==> src/rtl/core/psvg_pkg.sv <==
// Shared types, constants and codes for the polyline stroke vertex generator.
`default_nettype none
package psvg_pkg;

  localparam int COORD_FRAC_BITS  = 16;
  localparam int NORMAL_FRAC_BITS = 14;
  localparam int COORD_W          = 32;
  localparam int NORM_W           = 16;
  localparam int DIV_NUM_W        = 64;
  localparam int DIV_CNT_W        = 7;

  localparam logic [DIV_CNT_W-1:0] DIV_POS_ITERS = DIV_CNT_W'(COORD_FRAC_BITS + 32);
  localparam logic [DIV_CNT_W-1:0] DIV_NRM_ITERS = DIV_CNT_W'(NORMAL_FRAC_BITS + 1);
  localparam logic [NORM_W-1:0]    NORM_ONE      = NORM_W'(1 << NORMAL_FRAC_BITS);

  // register indexes on the configuration port
  localparam logic REG_SIZE_WIDTH  = 1'b0;
  localparam logic REG_SIZE_HEIGHT = 1'b1;

  typedef struct packed {
    logic signed [COORD_W-1:0] point_x;
    logic signed [COORD_W-1:0] point_y;
    logic                      component_end;
  } in_item_t;

  typedef struct packed {
    logic signed [COORD_W-1:0] pos_x;
    logic signed [COORD_W-1:0] pos_y;
    logic signed [NORM_W-1:0]  normal_x;
    logic signed [NORM_W-1:0]  normal_y;
    logic                      continuation;
    logic                      run_last;
  } out_item_t;

  // one segment handed from front to back
  typedef struct packed {
    logic signed [COORD_W-1:0] x0;
    logic signed [COORD_W-1:0] y0;
    logic signed [COORD_W-1:0] x1;
    logic signed [COORD_W-1:0] y1;
    logic                      first;
    logic                      last;
  } job_t;

  typedef struct packed {
    logic [COORD_W-1:0] size_width;
    logic [COORD_W-1:0] size_height;
  } cfg_t;

  typedef struct packed {
    logic push;
    logic pop;
    logic full;
    logic empty;
  } q_ctl_t;

  typedef enum logic [3:0] {
    ST_IDLE,
    ST_LOAD,
    ST_SCALE,
    ST_SQA,
    ST_SQB,
    ST_SQRT,
    ST_DNX,
    ST_DNY,
    ST_DPOS,
    ST_EMIT
  } back_state_t;

endpackage
`default_nettype wire

==> src/rtl/core/psvg_queue.sv <==
// Two-entry job queue between front and back.
`default_nettype none
module psvg_queue import psvg_pkg::*; (
  input  wire logic clk,
  input  wire logic rst_n,
  input  wire logic push,
  input  wire job_t push_job,
  input  wire logic pop,
  output job_t      head_job,
  output q_ctl_t    status
);

  job_t       mem_r [2];
  logic       wr_ptr_r, rd_ptr_r;
  logic [1:0] count_r;

  assign head_job     = mem_r[rd_ptr_r];
  assign status.push  = push;
  assign status.pop   = pop;
  assign status.full  = count_r == 2'd2;
  assign status.empty = count_r == 2'd0;

  always_ff @(posedge clk) begin
    if (push) mem_r[wr_ptr_r] <= push_job;
  end

  always_ff @(posedge clk) begin
    if (!rst_n) begin
      wr_ptr_r <= 1'b0;
      rd_ptr_r <= 1'b0;
      count_r  <= 2'd0;
    end else begin
      if (push) wr_ptr_r <= !wr_ptr_r;
      if (pop)  rd_ptr_r <= !rd_ptr_r;
      count_r <= count_r + 2'(push) - 2'(pop);
    end
  end

endmodule
`default_nettype wire

==> config.mk <==
export PLATFORM = sky130hd
export DESIGN_NAME = psvg_queue
export DESIGN_NICKNAME = d
export VERILOG_FILES = /design/src/rtl/core/psvg_pkg.sv /design/src/rtl/core/psvg_queue.sv
export SDC_FILE = /design/constraint.sdc
export NUM_CORES = 1
export LEC_CHECK = 0
export ABC_AREA = 1
export BUFFER_PORTS_ARGS = -buffer_cell sky130_fd_sc_hd__buf_4
export CAP_MARGIN = 20
export CORE_AREA = 3 3 203 125
export CTS_CLUSTER_SIZE = 24
export DETAILED_ROUTE_END_ITERATION = 8
export DIE_AREA = 0 0 206 128
export MAX_ROUTING_LAYER = met4
export PLACE_DENSITY = 0.71
export SLEW_MARGIN = 20
export SYNTH_ARGS = -nofsm -noshare
export SYNTH_HDL_FRONTEND = slang
export SYNTH_SLANG_ARGS = --single-unit
==> constraint.sdc <==
create_clock -name clk -period 8.1 [get_ports clk]
set_clock_uncertainty 0.05 [all_clocks]
set_input_delay 0.81 -clock clk [delete_from_list [all_inputs] [get_ports clk]]
set_output_delay 0.81 -clock clk [all_outputs]
set_load 0.03 [all_outputs]
==> impl_results.md <==
* Adder-Cell Fraction of Synth Area at 0.00259
* Area share of the largest cell type after synthesis at 0.809
* Vias in the first global route at 5239
* CTS H-tree depth at 1
* Pre-CTS setup slack at 4.83 ns
* Die width at 206 um
* Yosys cell types at 12
* Max FO, Critical Path at 68
* Total GRT Usage at 0.148
* Hold path startpoint: push_job[45]
* Reg2reg start: wr_ptr_r
* 1st-pass router iterations at 4
* P_leak at 4.71 nW
* Floorplan die height at 128 um
* Final ANT Viol Nets at 0
* WP data required at 7.24 ns
* Maxcap violations at 0
* RSZ-0062 raised after global routing: false
* Share of cells above drive strength 1 at 0.589
* Most common cell after layout, fill and taps aside: buf_4
* Final setup vio count at 0
* Power per cell area at 244 mW/mm^2
* Via Count at 4979
* Yosys top cell by area: edfxtp_1
* Worst-Margin Slew at 0.922 ns
* HP Class: input port to flip-flop
* Max Clk Rate at 264 MHz
* Clock sink count at 265
* IO Pins at 268
* First-pass GRT wire length at 29300 um
* Vias per cell at 4.73
* Nets at 857
* Final Max Tran Viols at 0
* GPL Wtd Cong at 0.792
* XOR/XNOR share of the synthesized area at 0
* Initial core utilization at 0.413
* Simple-gate share of the synthesized area at 0.00713
* #FFs+latches synth at 265
* Post-CTS Hold Buffers at 0
* Post-Syn Area at 0.00965 mm^2
* Fill count at 1827
* Placeable Area at 0.0233 mm^2
* Slew HR at 0.385
* WHS Path Cells at 1
* Compound-gate portion of the synthesized area at 0.000519
* CTS resizes at 0
* HPWL Detailed at 13500 um
* Grt ovf at 0
* Antenna violations before repair at 0
* Sequential share of the synthesized area at 0.820
* DIE AREA at 0.0264 mm^2
* Crit path DAT at 2.93 ns
* Crit end category: output port
* Final wirelength at 19800 um
* Inserted Clock Buffers at 25
* Tcrit/Tclk final at 0.467
* PortBufs at 267
* CTS tree: done
* Reg clk slew, reported paths at 0.07 ns
* Largest net degree at the start of global routing at 69
* Worst Setup Start Kind: flip-flop
* R2R depth at 3
* Clock latency on the worst-skew pair at 0.50 ns
* Net count after synthesis at 575
* CP Class: flip-flop to output port
* Yosys warnings at 0
* Final min period at 3.79 ns
* Finished Layout Cells at 1052
* Status: finished, final reports clean
* Fin Setup TNS at 0 ns
* Main combinational cell family by area after synthesis: multiplexers
* Hold violation count in the final report at 0
* Drt initial violations at 217
* VDD IR max at 0.156 mV
* Post-route setup slack at 4.31 ns
* Mux cell area share after synthesis at 0.152
* Row Count at 43
* Area Overhead vs Synth at 31.3%
* Cells after Synth at 439
* Worst-case clock buffer depth at 3
* Most frequent cells in the layout: 271 x buf_4, 260 x edfxtp_1, 130 x mux2_2, 25 x clkbuf_16, 10 x clkbuf_1
* Drt drc at 0
* Routed WL per cell at 18.8 um
* Placed cells at 1009
* Setup Fix Bufs, Post-CTS at 0
* CTS root buf: clkbuf_16
* Synth area leaders: edfxtp_1 81%, mux2_2 15%, buf_6 1.2%
* Mean Syn Cell Area at 22.0 um^2
* Antenna diode count at 0
## Yosys cell counts
master / number
a21oi_1: 1
buf_2: 3
buf_4: 3
buf_6: 10
dfxtp_1: 5
edfxtp_1: 260
ha_1: 2
inv_1: 7
mux2_2: 130
nand2_1: 8
nand3_1: 1
nor2_1: 9
## final cells by class
class | instances | area [um^2] | share of cell area
clock buffers | 35 | 663 | 0.0523
clock inverters | 8 | 66.3 | 0.00523
inverters | 7 | 28.8 | 0.00227
multi-input cells | 151 | 1570 | 0.124
flip-flops and latches | 265 | 7910 | 0.624
well taps | 315 | 394 | 0.0311
repair buffers | 271 | 2030 | 0.161
## metrics by stage
stage	hold slack [ns]	area (um^2)	power, mW	util
3_5_place_dp	0.471	11900	2.06	0.511
5_1_grt	0.400	12700	3.21	0.543
3_3_place_gp	0.429	11900	2.05	0.511
2_1_floorplan	0.413	9650	1.89	-
6_report	0.433	12700	3.09	0.543
4_1_cts	0.396	12700	3.13	0.543
## critical path: stages, from the launching register on
cell and delay, ns:
dfxtp_4 0.88, buf_4 0.79, mux2_2 0.43, buf_4 0.17
## kinds of logic (layout without fill, tap and decap cells)
family,Yosys count,in the layout
DFF,265,265
muxes,130,130
buffers and inverters,23,321
and+or+nand+nor,18,18
adders and majority gates,2,2
AOI/OAI and AO/OA,1,1
## registers in the layout, indices dropped and copies added (netlist names), named ones only
| name | cells |
|---|---|
| count_r | 2 |
| mem_r | 260 |
| rd_ptr_r | 1 |
| wr_ptr_r | 1 |
## power breakdown
| part | total (mW) | internal [mW] | switching, mW |
|---|---|---|---|
| sequential | 1.62 | 1.59 | 0.0261 |
| clock | 1.06 | 0.601 | 0.456 |
| combinational | 0.416 | 0.177 | 0.239 |
| total | 3.09 | 2.37 | 0.721 |
## worst paths after layout
path,to,slack [ns]
setup / recovery,head_job[21],4.31
hold / removal,mem_r[1][45],0.43
setup reg to reg,mem_r[1][14],5.62
hold reg to reg,flip-flop,0.48
## metal layers
metal	vias up	track usage	routed length [um]
li1	2283	-	-
met1	2459	0.189	8200
met2	202	0.229	9220
met3	35	0.0513	1900
met4	0	0.0359	461
met5	-	-	0
Note: power is estimated with default switching activity, not from simulation.
