<file path="config.mk">
export PLATFORM = sky130hd
export DESIGN_NAME = psvg_front
export DESIGN_NICKNAME = d
export VERILOG_FILES = /design/src/rtl/core/psvg_pkg.sv /design/src/rtl/core/psvg_front.sv
export SDC_FILE = /design/constraint.sdc
export NUM_CORES = 1
export LEC_CHECK = 0
export ABC_AREA = 1
export BUFFER_PORTS_ARGS = -buffer_cell sky130_fd_sc_hd__buf_4
export CAP_MARGIN = 5
export CORE_ASPECT_RATIO = 0.7
export CORE_MARGIN = 5
export CORE_UTILIZATION = 42
export CTS_BUF_LIST = sky130_fd_sc_hd__clkbuf_16
export DETAILED_ROUTE_END_ITERATION = 8
export GPL_TIMING_DRIVEN = 1
export PLACE_DENSITY = 0.83
export SLEW_MARGIN = 20
export SYNTH_ARGS = -nofsm -noshare
export SYNTH_HDL_FRONTEND = slang
export SYNTH_SLANG_ARGS = --single-unit
</file>
<file path="constraint.sdc">
create_clock -name clk -period 1.1 [get_ports clk]
set_input_delay 0.33 -clock clk [delete_from_list [all_inputs] [get_ports clk]]
set_output_delay 0.33 -clock clk [all_outputs]
set_load 0.005 [all_outputs]
</file>
<file path="src/rtl/core/psvg_pkg.sv">
// Shared types, constants and codes for the polyline stroke vertex generator.
`default_nettype none
package psvg_pkg;

  localparam int COORD_FRAC_BITS  = 16;
  localparam int NORMAL_FRAC_BITS = 14;
  localparam int COORD_W          = 32;
  localparam int NORM_W           = 16;
  localparam int DIV_NUM_W        = 64;
  localparam int DIV_CNT_W        = 7;

  localparam logic [DIV_CNT_W-1:0] DIV_POS_ITERS = DIV_CNT_W'(COORD_FRAC_BITS + 32);
  localparam logic [DIV_CNT_W-1:0] DIV_NRM_ITERS = DIV_CNT_W'(NORMAL_FRAC_BITS + 1);
  localparam logic [NORM_W-1:0]    NORM_ONE      = NORM_W'(1 << NORMAL_FRAC_BITS);

  // register indexes on the configuration port
  localparam logic REG_SIZE_WIDTH  = 1'b0;
  localparam logic REG_SIZE_HEIGHT = 1'b1;

  typedef struct packed {
    logic signed [COORD_W-1:0] point_x;
    logic signed [COORD_W-1:0] point_y;
    logic                      component_end;
  } in_item_t;

  typedef struct packed {
    logic signed [COORD_W-1:0] pos_x;
    logic signed [COORD_W-1:0] pos_y;
    logic signed [NORM_W-1:0]  normal_x;
    logic signed [NORM_W-1:0]  normal_y;
    logic                      continuation;
    logic                      run_last;
  } out_item_t;

  // one segment handed from front to back
  typedef struct packed {
    logic signed [COORD_W-1:0] x0;
    logic signed [COORD_W-1:0] y0;
    logic signed [COORD_W-1:0] x1;
    logic signed [COORD_W-1:0] y1;
    logic                      first;
    logic                      last;
  } job_t;

  typedef struct packed {
    logic [COORD_W-1:0] size_width;
    logic [COORD_W-1:0] size_height;
  } cfg_t;

  typedef struct packed {
    logic push;
    logic pop;
    logic full;
    logic empty;
  } q_ctl_t;

  typedef enum logic [3:0] {
    ST_IDLE,
    ST_LOAD,
    ST_SCALE,
    ST_SQA,
    ST_SQB,
    ST_SQRT,
    ST_DNX,
    ST_DNY,
    ST_DPOS,
    ST_EMIT
  } back_state_t;

endpackage
`default_nettype wire

</file>
<file path="src/rtl/core/psvg_front.sv">
// Front part: holds the pending point and turns point pairs into segment jobs.
`default_nettype none
module psvg_front import psvg_pkg::*; (
  input  wire logic     clk,
  input  wire logic     rst_n,
  input  wire logic     in_valid,
  output logic          in_ready,
  input  wire in_item_t in_item,
  input  wire logic     q_full,
  output logic          q_push,
  output job_t          q_job
);

  logic signed [COORD_W-1:0] pend_x_r, pend_y_r;
  logic                      pend_valid_r, pend_first_r;
  logic                      take;

  // a request needs queue space only when it closes a segment
  assign in_ready = !pend_valid_r || !q_full;
  assign take     = in_valid && in_ready;
  assign q_push   = take && pend_valid_r;

  always_comb begin
    q_job.x0    = pend_x_r;
    q_job.y0    = pend_y_r;
    q_job.x1    = in_item.point_x;
    q_job.y1    = in_item.point_y;
    q_job.first = pend_first_r;
    q_job.last  = in_item.component_end;
  end

  // pending point bookkeeping
  always_ff @(posedge clk) begin
    if (!rst_n) begin
      pend_valid_r <= 1'b0;
      pend_first_r <= 1'b1;
      pend_x_r     <= '0;
      pend_y_r     <= '0;
    end else if (take) begin
      if (in_item.component_end) begin
        pend_valid_r <= 1'b0;
        pend_first_r <= 1'b1;
      end else begin
        pend_x_r     <= in_item.point_x;
        pend_y_r     <= in_item.point_y;
        pend_first_r <= !pend_valid_r;
        pend_valid_r <= 1'b1;
      end
    end
  end

endmodule
`default_nettype wire

</file>
==> results by group <==
Synth
  – Count of synthesis-stage warnings from yosys: 0
  – Cell Area, Synth: 0.00394 mm^2
  – Average cell area after synthesis: 6.27 um^2
  – Unique masters post-synth: 14
  – Number of flip-flops and latches in the synthesized netlist: 66
  – Portion of the post-synthesis area used by sequential elements: 33.5%
  – Number of instances in the synthesized netlist: 628
  – Syn Nets: 697

Worst setup path
  – Startpoint types: flop
  – Critical Path Fanout Max: 4
  – Category of cells accounting for the largest share of critical-path delay: flip-flops
  – Sequence of cells on the critical path: nand2_4 -> nand2_4 -> inv_2 -> nand2_2 -> inv_2 -> buf_6
  – FF-to-FF path depth: 8
  – Endpoint of the lowest-slack register-to-register path: pend_y_r[20]
  – Req. time, crit path: 0.77 ns
  – Worst reg2reg path startpoint: pend_valid_r
  – Kind of capture point of the worst setup path: output port
  – Worst reg-to-reg setup slack: -0.27 ns
  – Critical Path Max Stage Delay: 0.35 ns
  – Number of gates on the worst path with buffers counted: 6
  – Timing startpoint of the critical path: pend_valid_r
  – Class of the most critical setup path: flop to output port
  – Worst setup endpoint: q_push
  – Data arrival, critical path: 1.07 ns
  – Slowest-stage cell, CP: sky130_fd_sc_hd__dfxtp_2
  – Crit path buf inv count: 3

Floorplan
  – Y dimension of the die: 91.0 um
  – Initial Util: 43.3%
  – FP Rows: 29
  – Die outline width: 126 um
  – Placeable Area: 0.00911 mm^2
  – Num ports: 201
  – Die Area: 0.0114 mm^2

Global route
  – Number of antenna violations at the first check in global routing: 0
  – Vias in the first global route: 3738
  – Maximum number of pins on one net before global-route repair: 44
  – Global-route usage over all layers: 18.7%
  – Overflow left after global routing: 0
  – Global-route wire length before repair: 17.9 mm

Final layout
  – Number of nets in the final layout: 841
  – Ratio of cells with drive above 1 in the final layout: 47.2%
  – Final std cells w/o fill: 900
  – Multi-input gate area in the final layout: 0.00127 mm^2
  – Final core utilization: 65.9%
  – Area added between synthesis and finish: 52.4%
  – Antenna cells: 0
  – Number of fill cells: 763
  – FF/Latch Area: 0.00140 mm^2
  – Leading cell types in the layout, fill and taps excluded: 176 x sky130_fd_sc_hd__inv_1, 153 x sky130_fd_sc_hd__buf_4, 111 x sky130_fd_sc_hd__nand2_1
  – Commonest non-fill, non-tap cell in the layout: sky130_fd_sc_hd__inv_1

Clock tree
  – CTS tree: built
  – Maximum root-to-sink buffer count: 2
  – Buffer type at the clock tree root: sky130_fd_sc_hd__clkbuf_16
  – Insertion delay to the later sink of the worst-skew pair: 0.32 ns
  – Hold-fix buffers at CTS: 0
  – Clock buffer count from CTS: 9
  – H-tree Lvls: 3
  – TritonCTS Sinks: 66
  – Clk pin slew, worst setup/hold paths: 0.05 ns

STA
  – Final slew viol count: 0
  – Unrepaired setup endpoints after global routing: yes
  – Post-route fraction of the period consumed by the critical path: 127%
  – Worst clock skew: 0.00392 ns
  – Final sum of negative setup slack: -15.26 ns
  – Least-Margin Pin Slew: 0.286 ns
  – Final hold slack: 0.276 ns
  – Time the final worst path needs with I/O delays and setup: 1.40 ns
  – Slew headroom: 81.0%
  – F_max: 717 MHz
  – Worst Slack Setup Final: -0.295 ns
  – Number of setup violations in the final report: 67
  – Final count of hold timing violations: 0

Run
  – Maxcap violations: 0

Route
  – First-pass iteration count of the detailed router: 5
  – Detailed-route vias per instance: 4.37
  – DRC violation total after the first TritonRoute iteration: 163
  – Number of remaining DRC errors: 0
  – Detail-routed net length per standard cell: 13.0 um
  – Final WL: 11.7 mm
  – Total vias in the final route: 3935
  – Number of routed nets with antenna violations: 0

Min path
  – Worst hold path startpoint: rst_n
  – Hold Path Class: primary input to flop

Outcome
  – Status: finished, violations left
  – Violations in the final reports: setup timing

Placement
  – Number of cells in the design after placement: 867
  – Total half-perimeter wirelength after legalization and detailed placement: 7.58 mm
  – Port-buffer cells: 200
  – RePlAce Congestion: 0.790

Power and ir drop
  – Ratio of total power to cell area: 1150 mW/mm^2
  – Total design power: 6920 uW
  – IR Drop Worst-Case VDD: 0.810 mV
  – Static power due to leakage: 0.00348 uW
-- flip-flops by register name, indices dropped and copies added (netlist names) --
register and cells:
pend_x_r 32, pend_y_r 32, pend_first_r 1, pend_valid_r 1
-- stage by stage --
stage                     instance area (um^2)  worst slack [ns]
after floorplan                           3950            0.0160
after global placement                    5090            -0.119
after detailed placement                  5090            -0.127
after CTS                                 5710            -0.273
after global routing                      6000            -0.325
final                                     6000            -0.295
-- repair_timing --
| action | CTS | global route |
|---|---|---|
| endpoints found under the setup margin | 51 | 124 |
| gates cloned | 0 | 6 |
| buffers inserted | 14 | 4 |
| pin swaps | 1 | 20 |
| endpoints found under the hold margin | 0 | 0 |
| resized for setup | 101 | 71 |
-- worst min path at each step --
stage               slack [ns]            to  cells past startpoint
finish                    0.28  pend_first_r                      2
global placement          0.46  pend_first_r                      2
global route              0.27  pend_first_r                      2
detailed placement        0.46  pend_first_r                      2
floorplan                 0.44  pend_first_r                      2
CTS                       0.27  pend_first_r                      2
-- layer usage --
layer,GRT usage (%),part of all wire [%],vias to the layer above
met5,0,0,-
met4,4.82,1.1,0
met3,8.27,10,10
met2,31.2,47,165
met1,22.0,42,1736
li1,-,-,2024
-- where the power goes --
part           internal (uW)  total, uW  switching (uW)
combinational            973       1760             790
sequential              2600       2720             117
clock                   1480       2440             965
total                   5050       6920            1870
-- synth_stat cells --
library cell | count | share of area, %
sky130_fd_sc_hd__inv_1 | 179 | 17
sky130_fd_sc_hd__nand2_1 | 134 | 13
sky130_fd_sc_hd__buf_4 | 68 | 13
sky130_fd_sc_hd__dfxtp_1 | 66 | 34
sky130_fd_sc_hd__nand4_1 | 64 | 10
sky130_fd_sc_hd__nor2_1 | 64 | 6.1
sky130_fd_sc_hd__inv_2 | 16 | 1.5
sky130_fd_sc_hd__buf_2 | 14 | 1.8
sky130_fd_sc_hd__buf_6 | 9 | 2.6
sky130_fd_sc_hd__clkbuf_1 | 9 | 0.86
sky130_fd_sc_hd__nand3_1 | 2 | 0.25
sky130_fd_sc_hd__a21boi_1 | 1 | 0.19
sky130_fd_sc_hd__buf_1 | 1 | 0.095
sky130_fd_sc_hd__nand2_2 | 1 | 0.16
-- cell families (layout without fill, tap and decap cells) --
family                 Yosys count  count (layout)  synth area share, %
AOI/OAI and AO/OA                1               1                0.191
buffers and inverters          296             444                 36.8
and+or+nand+nor                265             265                 29.4
DFF                             66              66                 33.5
-- final cells by class --
type	instances	area share, %
clock buffer	9	3.75
clock inverter	6	0.459
inverter	195	12.2
multi-input combinational	266	21.2
sequential	66	23.4
tap	124	2.58
timing repair buffer	234	36.4
Note: power is estimated with default switching activity, not from simulation.
